File: src/hdl/assert_macros.svh
// Assertion macros shared by the gaze window block
`ifndef ASSERT_MACROS_SVH
`define ASSERT_MACROS_SVH

// same-cycle implication
`define GWB_ASSERT_NOW(label, clk, rst_n, ante, cons, msg) \
  label: assert property (@(posedge clk) disable iff (!rst_n) (ante) |-> (cons)) \
    else $error(msg);

// next-cycle implication
`define GWB_ASSERT_NEXT(label, clk, rst_n, ante, cons, msg) \
  label: assert property (@(posedge clk) disable iff (!rst_n) (ante) |=> (cons)) \
    else $error(msg);

`endif

File: src/hdl/gwb_pkg.sv
// Package with constants, types and helpers of the gaze window block
package gwb_pkg;

  localparam int WIN_LEN   = 30;
  localparam int IDX_W     = $clog2(WIN_LEN);
  localparam int CNT_W     = $clog2(WIN_LEN);
  localparam int RUN_W     = $clog2(WIN_LEN + 1);
  localparam int BND_W     = 5;
  localparam int STEP_W    = 8;
  localparam int MOVE_W    = 9;
  localparam int CMP_W     = (RUN_W > BND_W) ? RUN_W : BND_W;
  localparam int POS_LIMIT = 25;

  localparam logic [1:0] CLASS_NONE  = 2'd0;
  localparam logic [1:0] CLASS_UP    = 2'd1;
  localparam logic [1:0] CLASS_DOWN  = 2'd2;
  localparam logic [1:0] CLASS_LEFT  = 2'd1;
  localparam logic [1:0] CLASS_RIGHT = 2'd2;

  localparam logic [1:0] REG_STEP_SIZE = 2'd0;
  localparam logic [1:0] REG_BLINK_MIN = 2'd1;
  localparam logic [1:0] REG_BLINK_MAX = 2'd2;

  localparam logic [STEP_W-1:0] STEP_SIZE_RST = 8'd4;
  localparam logic [BND_W-1:0]  BLINK_MIN_RST = 5'd10;
  localparam logic [BND_W-1:0]  BLINK_MAX_RST = 5'd20;

  typedef enum logic [1:0] {
    ST_IDLE,
    ST_SCAN,
    ST_EMIT
  } state_t;

  typedef struct packed {
    logic shift_in;
    logic scan_step;
    logic load_out;
  } cmd_t;

  typedef struct packed {
    logic full;
    logic scan_last;
    logic out_free;
  } status_t;

  function automatic logic signed [MOVE_W-1:0] class_step(
    input logic [1:0]        code,
    input logic [1:0]        neg_code,
    input logic [1:0]        pos_code,
    input logic [STEP_W-1:0] step
  );
    logic signed [MOVE_W-1:0] mag;
    mag = $signed({1'b0, step});
    if (code == neg_code) begin
      return -mag;
    end else if (code == pos_code) begin
      return mag;
    end
    return '0;
  endfunction

endpackage

File: src/hdl/gwb_ctrl.sv
// Sequencer that steps the gaze window through accept, scan and emit
module gwb_ctrl (
  input  logic              clk,
  input  logic              rst_n,
  input  logic              in_tvalid,
  output logic              in_tready,
  input  gwb_pkg::status_t  sts,
  output gwb_pkg::cmd_t     cmd
);

  gwb_pkg::state_t state_r;
  gwb_pkg::state_t state_nxt;

  always_ff @(posedge clk) begin
    if (!rst_n) begin
      state_r <= gwb_pkg::ST_IDLE;
    end else begin
      state_r <= state_nxt;
    end
  end

  always_comb begin
    state_nxt = state_r;
    case (state_r)
      gwb_pkg::ST_IDLE: begin
        if (in_tvalid && sts.full) begin
          state_nxt = gwb_pkg::ST_SCAN;
        end
      end
      gwb_pkg::ST_SCAN: begin
        if (sts.scan_last) begin
          state_nxt = gwb_pkg::ST_EMIT;
        end
      end
      gwb_pkg::ST_EMIT: begin
        if (sts.out_free) begin
          state_nxt = gwb_pkg::ST_IDLE;
        end
      end
      default: state_nxt = gwb_pkg::ST_IDLE;
    endcase
  end

  always_comb begin
    in_tready     = 1'b0;
    cmd.shift_in  = 1'b0;
    cmd.scan_step = 1'b0;
    cmd.load_out  = 1'b0;
    case (state_r)
      gwb_pkg::ST_IDLE: begin
        in_tready    = 1'b1;
        cmd.shift_in = in_tvalid;
      end
      gwb_pkg::ST_SCAN: begin
        cmd.scan_step = 1'b1;
      end
      gwb_pkg::ST_EMIT: begin
        cmd.load_out = sts.out_free;
      end
      default: begin
        in_tready = 1'b0;
      end
    endcase
  end

endmodule

File: src/hdl/gwb_datapath.sv
// Window storage, blink scan, settings and output register of the gaze window block
module gwb_datapath (
  input  logic                                   clk,
  input  logic                                   rst_n,
  input  gwb_pkg::cmd_t                          cmd,
  output gwb_pkg::status_t                       sts,
  input  logic [1:0]                             in_horiz,
  input  logic [1:0]                             in_vert,
  input  logic                                   cfg_we,
  input  logic [1:0]                             cfg_index,
  input  logic [7:0]                             cfg_data,
  input  logic                                   out_tready,
  output logic                                   out_tvalid,
  output logic signed [gwb_pkg::MOVE_W-1:0]      out_move_x,
  output logic signed [gwb_pkg::MOVE_W-1:0]      out_move_y,
  output logic                                   out_blink,
  output logic [1:0]                             out_horiz,
  output logic [1:0]                             out_vert
);

  logic [1:0] win_h_r [gwb_pkg::WIN_LEN];
  logic [1:0] win_v_r [gwb_pkg::WIN_LEN];

  logic [gwb_pkg::CNT_W-1:0]  fill_r;
  logic [gwb_pkg::IDX_W-1:0]  idx_r;
  logic [gwb_pkg::RUN_W-1:0]  run_r;
  logic                       seen_r;
  logic [gwb_pkg::STEP_W-1:0] step_size_r;
  logic [gwb_pkg::BND_W-1:0]  blink_min_r;
  logic [gwb_pkg::BND_W-1:0]  blink_max_r;
  logic                       out_valid_r;

  logic [1:0]                 cur_v;
  logic [gwb_pkg::CMP_W-1:0]  run_ext;
  logic [gwb_pkg::CMP_W-1:0]  pos_ext;
  logic [gwb_pkg::CMP_W-1:0]  min_ext;
  logic [gwb_pkg::CMP_W-1:0]  max_ext;
  logic                       blink_hit;

  assign cur_v   = win_v_r[idx_r];
  assign run_ext = gwb_pkg::CMP_W'(run_r);
  assign pos_ext = gwb_pkg::CMP_W'(idx_r);
  assign min_ext = gwb_pkg::CMP_W'(blink_min_r);
  assign max_ext = gwb_pkg::CMP_W'(blink_max_r);

  assign blink_hit = cmd.scan_step && (cur_v != gwb_pkg::CLASS_UP) &&
                     (run_ext > min_ext) && (run_ext < max_ext) &&
                     (pos_ext > min_ext) &&
                     (pos_ext < gwb_pkg::CMP_W'(gwb_pkg::POS_LIMIT));

  assign sts.full      = (fill_r == gwb_pkg::CNT_W'(gwb_pkg::WIN_LEN - 1));
  assign sts.scan_last = (idx_r == gwb_pkg::IDX_W'(gwb_pkg::WIN_LEN - 1));
  assign sts.out_free  = !out_valid_r || out_tready;

  // shift in at the newest end, clear verticals on a blink
  always_ff @(posedge clk) begin
    if (cmd.shift_in) begin
      for (int k = 0; k < gwb_pkg::WIN_LEN - 1; k++) begin
        win_h_r[k] <= win_h_r[k+1];
        win_v_r[k] <= win_v_r[k+1];
      end
      win_h_r[gwb_pkg::WIN_LEN-1] <= in_horiz;
      win_v_r[gwb_pkg::WIN_LEN-1] <= in_vert;
    end else if (blink_hit) begin
      for (int k = 0; k < gwb_pkg::WIN_LEN; k++) begin
        win_v_r[k] <= gwb_pkg::CLASS_NONE;
      end
    end
  end

  always_ff @(posedge clk) begin
    if (!rst_n) begin
      fill_r <= '0;
      idx_r  <= '0;
      run_r  <= '0;
      seen_r <= 1'b0;
    end else begin
      if (cmd.shift_in) begin
        if (!sts.full) begin
          fill_r <= fill_r + 1'b1;
        end
        idx_r  <= '0;
        run_r  <= '0;
        seen_r <= 1'b0;
      end else if (cmd.scan_step) begin
        if (!sts.scan_last) begin
          idx_r <= idx_r + 1'b1;
        end
        if (cur_v == gwb_pkg::CLASS_UP) begin
          run_r <= run_r + 1'b1;
        end else begin
          run_r <= '0;
        end
        if (blink_hit) begin
          seen_r <= 1'b1;
        end
      end
    end
  end

  always_ff @(posedge clk) begin
    if (!rst_n) begin
      step_size_r <= gwb_pkg::STEP_SIZE_RST;
      blink_min_r <= gwb_pkg::BLINK_MIN_RST;
      blink_max_r <= gwb_pkg::BLINK_MAX_RST;
    end else if (cfg_we) begin
      case (cfg_index)
        gwb_pkg::REG_STEP_SIZE: step_size_r <= cfg_data;
        gwb_pkg::REG_BLINK_MIN: blink_min_r <= cfg_data[gwb_pkg::BND_W-1:0];
        gwb_pkg::REG_BLINK_MAX: blink_max_r <= cfg_data[gwb_pkg::BND_W-1:0];
        default: ;
      endcase
    end
  end

  always_ff @(posedge clk) begin
    if (!rst_n) begin
      out_valid_r <= 1'b0;
    end else if (cmd.load_out) begin
      out_valid_r <= 1'b1;
    end else if (out_tready) begin
      out_valid_r <= 1'b0;
    end
  end

  always_ff @(posedge clk) begin
    if (cmd.load_out) begin
      out_move_x <= gwb_pkg::class_step(win_h_r[0], gwb_pkg::CLASS_LEFT,
                                        gwb_pkg::CLASS_RIGHT, step_size_r);
      out_move_y <= gwb_pkg::class_step(win_v_r[0], gwb_pkg::CLASS_UP,
                                        gwb_pkg::CLASS_DOWN, step_size_r);
      out_blink  <= seen_r;
      out_horiz  <= win_h_r[0];
      out_vert   <= win_v_r[0];
    end
  end

  assign out_tvalid = out_valid_r;

endmodule

File: src/hdl/gaze_window_blink_and_cursor_step_unit.sv
// Top level of the gaze window blink detector and cursor stepper
//
//   channel  direction  handshake            payload
//   in_      slave      in_tvalid/in_tready   tdata: horiz_class, vert_class
//   out_     master     out_tvalid/out_tready tdata: move_x, move_y, oldest classes;
//                                             tuser: blink_seen
//   cfg_     slave      cfg_valid/cfg_ready   cfg_index, cfg_data
//
// While the window fills, an item is taken whenever in_tvalid is high. With a
// full window an item is shifted in, the window is scanned entry by entry, and
// the output register is loaded; no new item is taken until that load.
// A stalled output adds cycles only when the next result is ready before the
// previous one is taken. Reset is synchronous and active low; the window holds
// no valid data after reset and fills again. cfg_ready is always high.
`include "assert_macros.svh"

module gaze_window_blink_and_cursor_step_unit (
  input  logic        clk,
  input  logic        rst_n,
  input  logic        in_tvalid,
  output logic        in_tready,
  input  logic [7:0]  in_tdata,   // [1:0] horiz_class, [3:2] vert_class
  output logic        out_tvalid,
  input  logic        out_tready,
  output logic [23:0] out_tdata,  // [8:0] move_x, [17:9] move_y,
                                  // [19:18] oldest_horiz, [21:20] oldest_vert
  output logic [0:0]  out_tuser,  // [0] blink_seen
  input  logic        cfg_valid,
  output logic        cfg_ready,
  input  logic [1:0]  cfg_index,
  input  logic [7:0]  cfg_data
);

  gwb_pkg::cmd_t    cmd;
  gwb_pkg::status_t sts;

  logic signed [gwb_pkg::MOVE_W-1:0] move_x;
  logic signed [gwb_pkg::MOVE_W-1:0] move_y;
  logic                              blink;
  logic [1:0]                        oldest_h;
  logic [1:0]                        oldest_v;

  assign cfg_ready = 1'b1;

  gwb_ctrl u_ctrl (
    .clk       (clk),
    .rst_n     (rst_n),
    .in_tvalid (in_tvalid),
    .in_tready (in_tready),
    .sts       (sts),
    .cmd       (cmd)
  );

  gwb_datapath u_datapath (
    .clk        (clk),
    .rst_n      (rst_n),
    .cmd        (cmd),
    .sts        (sts),
    .in_horiz   (in_tdata[1:0]),
    .in_vert    (in_tdata[3:2]),
    .cfg_we     (cfg_valid && cfg_ready),
    .cfg_index  (cfg_index),
    .cfg_data   (cfg_data),
    .out_tready (out_tready),
    .out_tvalid (out_tvalid),
    .out_move_x (move_x),
    .out_move_y (move_y),
    .out_blink  (blink),
    .out_horiz  (oldest_h),
    .out_vert   (oldest_v)
  );

  assign out_tdata = {2'b00, oldest_v, oldest_h, move_y, move_x};
  assign out_tuser = blink;

  `GWB_ASSERT_NEXT(a_full_starts_scan, clk, rst_n, in_tvalid && in_tready && sts.full, cmd.scan_step, "full-window transfer did not start a scan")
  `GWB_ASSERT_NEXT(a_scan_blocks_input, clk, rst_n, cmd.scan_step && sts.scan_last, !in_tready, "input taken before result was loaded")
  `GWB_ASSERT_NEXT(a_load_gives_valid, clk, rst_n, cmd.load_out, out_tvalid, "loaded result not presented")
  `GWB_ASSERT_NOW(a_load_when_free, clk, rst_n, cmd.load_out, !out_tvalid || out_tready, "result overwritten before transfer")

endmodule

File: config.mk
export PLATFORM = sky130hd
export DESIGN_NAME = gaze_window_blink_and_cursor_step_unit
export DESIGN_NICKNAME = d
export VERILOG_FILES = /design/src/hdl/gwb_pkg.sv /design/src/hdl/gwb_ctrl.sv /design/src/hdl/gwb_datapath.sv /design/src/hdl/gaze_window_blink_and_cursor_step_unit.sv
export VERILOG_INCLUDE_DIRS = /design/src /design/src/hdl
export SDC_FILE = /design/constraint.sdc
export NUM_CORES = 1
export LEC_CHECK = 0
export BUFFER_PORTS_ARGS = -buffer_cell sky130_fd_sc_hd__buf_4
export CORE_MARGIN = 1
export CORE_UTILIZATION = 40
export CTS_CLUSTER_DIAMETER = 80
export DETAILED_ROUTE_END_ITERATION = 10
export PLACE_DENSITY_LB_ADDON = 0.3
export SETUP_SLACK_MARGIN = 0.4
export SYNTH_ARGS = -nofsm -noshare
export SYNTH_HDL_FRONTEND = slang
export SYNTH_HIERARCHICAL = 1
export SYNTH_SLANG_ARGS = --single-unit
File: constraint.sdc
create_clock -name clk -period 6 [get_ports clk]
set_clock_uncertainty 0.1 [all_clocks]
set_input_delay 0 -clock clk [delete_from_list [all_inputs] [get_ports clk]]
set_output_delay 0 -clock clk [all_outputs]
set_load 0.02 [all_outputs]
==> flow_summary_export.csv <==
group,metric,value,unit
worst_setup_path,r2r_setup_slack,2090,ps
clock_network,cts_inserted_buffers,17,
layout,n_antenna_cell,0,
detailed_routing,routed_wirelength,12800,um
synthesis,synth_seq_area_share,63.2,%
synthesis,synth_largest_area_cell,"sky130_fd_sc_hd__edfxtp_1",
grt,maximum_number_of_pins_on_one_net_before_global_route_repair,66,
timing,final_max_slew_viol_count,0,
pwr,power.combinational.fraction,11.4,%
detailed_routing,firstDrtPassIters,4,
pwr,power.ir.vdd_worst,223,uV
pwr,seq_power_share,52.9,%
grt,globalRouteTotalUtil,13.9,%
timing,fin_setup_tns,0,ps
pwr,swShare,24.5,%
worst_setup_path,worst_ep_arrival,3840,ps
synthesis,netlist_top_cells_area,"sky130_fd_sc_hd__edfxtp_1, sky130_fd_sc_hd__dfxtp_1, sky130_fd_sc_hd__mux2i_1, sky130_fd_sc_hd__ha_1, sky130_fd_sc_hd__nor2b_1",
synthesis,post_synth_most_frequent_cells,"sky130_fd_sc_hd__edfxtp_1, sky130_fd_sc_hd__dfxtp_1, sky130_fd_sc_hd__mux2i_1",
placement,port_buffers,43,
worst_setup_path,critical_path_buf_inv_count,1,
worst_hold_path,min_path_type,"in -> reg",
grt,grt_pass1_vias,4405,
clock_network,max_buffers_root_to_sink,2,
detailed_routing,ant_nets,0,
detailed_routing,total_vias_in_the_final_route,4399,
die,start_util,41.5,%
timing,tightestPinTransition,1150,ps
worst_setup_path,timing.critical_path.slowest_stage_cell,"sky130_fd_sc_hd__or2_1",
timing,layout_setup_ws,2090,ps
timing,finalHoldWorstSlack,22.4,ps
grt,globalRouteOverflowTotal,0,
detailed_routing,drc,0,
clock_network,h_tree_levels,4,
worst_hold_path,holdCritStartpoint,"cfg_index[1]",
die,placement_rows,49,
synthesis,yosys_register_bits,185,
layout,num-nets-final,691,
grt,antenna_found_initial,0,
clock_network,cts_num_sinks,185,
worst_setup_path,slowest_delay,920,ps
synthesis,synth-warning-count,6,
timing,setup_viol,0,
detailed_routing,vias_per_cell,4.97,
synthesis,synth_flop_cell,"sky130_fd_sc_hd__edfxtp_1",
worst_hold_path,worst_hold_path.num_cells,5,
worst_setup_path,regToRegEndpoint,"u_datapath/win_v_r[20][0]$_SDFFCE_PN0P_",
die,floorplan.io_pins,51,
layout,drive_gt1_share,14.0,%
job,max-cap-violations,0,
run_status,status,"finished, final reports clean",
synthesis,synth_cell_type_count,56,
die,die_area,19500,um2
worst_setup_path,reg2regPathDepth,6,
grt,global_route_wire_length_before_repair,21500,um
timing,hold_viol_final,0,
clock_network,clk_latency,420,ps
placement,hpwl,8080,um
timing,setup_repair_after_global_routing_missed_its_margin,"no",
worst_setup_path,category_of_the_worst_setup_path_launch_point,"flip-flop",
clock_network,cts_root_buf,"sky130_fd_sc_hd__clkbuf_16",
die,fp.dieH,140,um
pwr,cellLeakagePower,3.40,nW
clock_network,cts_tree,"yes",
layout,layout.core_utilization,48.6,%
worst_setup_path,critical_path.cell_chain,"mux4_2 > a221oi_1 > a22oi_2 > nor4b_4 > buf_4 > or2_1",
timing,timing.final.crit_period,3910,ps
placement,post-place-ws,2140,ps
detailed_routing,drtIter0Drc,210,
timing,fmax,256,MHz
layout,final.fill_count,1582,
timing,finalCritPeriodShare,65.1,%
die,die_width,140,um
worst_setup_path,worst-path-max-fanout,38,
clock_network,clk_pin_slew_worst_paths,70,ps
synthesis,synthArstFlopShare,0,%
placement,globalplace.congestion,0.832,
layout,areaGrowthSynthToFinish,17.0,%
timing,max_slew_headroom_at_the_worst_pin,23.6,%
worst_setup_path,critical_path_required,5940,ps
die,placeableCoreArea,18300,um2
worst_setup_path,timing.setup.critical_path_class,"reg -> reg",
synthesis,syn-instance-count,587,
pwr,int_power,0.00226,W
clock_network,cts-resized-gates,0,
worst_setup_path,crit_family,"simple AND/OR/NAND/NOR gates",
worst_hold_path,destination_of_the_worst_hold_path,"u_datapath/step_size_r[0]$_SDFFE_PN0P_",
synthesis,dominant_cell_by_count_in_the_synthesized_netlist,"sky130_fd_sc_hd__edfxtp_1",
synthesis,synth_area,7580,um2
pwr,netSwitchingPower,0.000734,W
pwr,pwr-share-clk,35.7,%
synthesis,synth_edf_count,109,
detailed_routing,wire_per_inst,14.4,um
synthesis,synth_area_per_cell,12.9,um2
worst_setup_path,worst_setup_path_end_kind,"flip-flop",
synthesis,synth_largest_type_area_fraction,43.2,%
pwr,power_per_cell_area,338,nW/um2
==> power by group through the flow <==
stage | Sequential [W] | Clock, W | Combinational [W]
after floorplan | 0.00158 | 0 | 0.000269
after global placement | 0.00161 | 0 | 0.000320
after detailed placement | 0.00161 | 0 | 0.000334
after CTS | 0.00159 | 0.00111 | 0.000345
after global routing | 0.00161 | 0.00115 | 0.000387
final | 0.00159 | 0.00107 | 0.000343
==> final cells by class <==
type                    count  area, um2  area share (%)
well taps                 229        287            3.23
inverters                  21       78.8           0.888
clock inverters            10       80.1           0.902
repair buffers             67        553            6.23
flip-flops and latches    185       4790            54.0
clock buffers              22        497            5.60
multi-input cells         352       2590            29.1
==> cell usage in the layout, fill, tap and decap left out, drive strengths merged, types with 4 or more instances in the layout <==
cell type,n
edfxtp,109
dfxtp,76
mux2i,48
buf,47
a21oi,41
nor2b,40
nor2,31
and2,29
nand2,27
ha,24
inv,24
clkbuf,22
dlygate4sd3,20
xor2,16
nand2b,12
o21ai,7
nand3b,6
mux4,6
nand4,6
xnor2,6
clkinv,5
or3,4
a21boi,4
==> state kept, by name, indices dropped and copies added (netlist names), named ones only <==
name,cells
u_datapath/fill_r,5
u_datapath/seen_r,1
u_datapath/win_v_r,60
u_datapath/blink_max_r,5
u_datapath/out_horiz,2
u_datapath/out_tvalid,1
u_datapath/out_blink,1
u_datapath/out_move_x,9
u_datapath/out_move_y,9
u_datapath/blink_min_r,5
u_datapath/win_h_r,60
u_datapath/run_ext,5
u_datapath/step_size_r,8
u_datapath/idx_r,5
u_ctrl/state_r,2
u_datapath/out_vert,2
==> worst register-to-register path, stage by stage, from the launching register on <==
cell,delay (ps)
sky130_fd_sc_hd__dfxtp_1,660
sky130_fd_sc_hd__mux4_2,570
sky130_fd_sc_hd__a221oi_1,370
sky130_fd_sc_hd__a22oi_2,210
sky130_fd_sc_hd__nor4b_4,280
sky130_fd_sc_hd__buf_4,370
sky130_fd_sc_hd__or2_1,950
==> worst max path at each step <==
stage / startpoint / to / cells past startpoint
after detailed placement: flip-flop / u_datapath/win_v_r[22][0]$_SDFFCE_PN0P_ / 6
after global placement: flip-flop / u_datapath/win_v_r[23][1]$_SDFFCE_PN0P_ / 6
final: flip-flop / u_datapath/win_v_r[20][0]$_SDFFCE_PN0P_ / 6
after global routing: flip-flop / u_datapath/win_v_r[27][1]$_SDFFCE_PN0P_ / 6
after floorplan: u_ctrl/state_r[0]$_SDFFE_PN0P_ / u_datapath/win_v_r[17][0]$_SDFFCE_PP0P_ / 5
after CTS: flip-flop / u_datapath/win_v_r[25][0]$_SDFFCE_PN0P_ / 6
==> cell families after synthesis <==
| kind of cell | Yosys count | synth area share [%] |
|---|---|---|
| AOI/OAI and AO/OA | 75 | 6.25 |
| xor gates and xnor gates | 22 | 2.54 |
| adders and majority gates | 24 | 3.96 |
| buffers and inverters | 51 | 2.90 |
| DFF | 185 | 63.2 |
| muxes | 54 | 8.12 |
| other | 2 | 0.0990 |
| and+or+nand+nor | 174 | 12.9 |
==> per-stage QoR <==
step | cells | power, W | cell area [um2]
finish | 886 | 0.00300 | 8880
global route | 886 | 0.00315 | 8880
CTS | 886 | 0.00304 | 8880
detailed placement | 834 | 0.00195 | 8100
global placement | 834 | 0.00193 | 8100
floorplan | 588 | 0.00185 | 7590
==> repair_timing <==
action | 4_1_cts | 5_1_grt
hold buffers | 20 | 0
buffers inserted | 0 | 0
hold endpoints to repair | 30 | 0
==> routing by layer <==
layer	part of all wire [%]	up-vias	wire length, um	track usage [%]
li1	-	2195	-	-
met1	47	2102	5940	17.3
met2	49	84	6200	22.9
met3	3.6	18	455	3.96
met4	1.2	0	156	4.92
met5	0	-	0	0
Note: power is estimated with default switching activity, not from simulation.
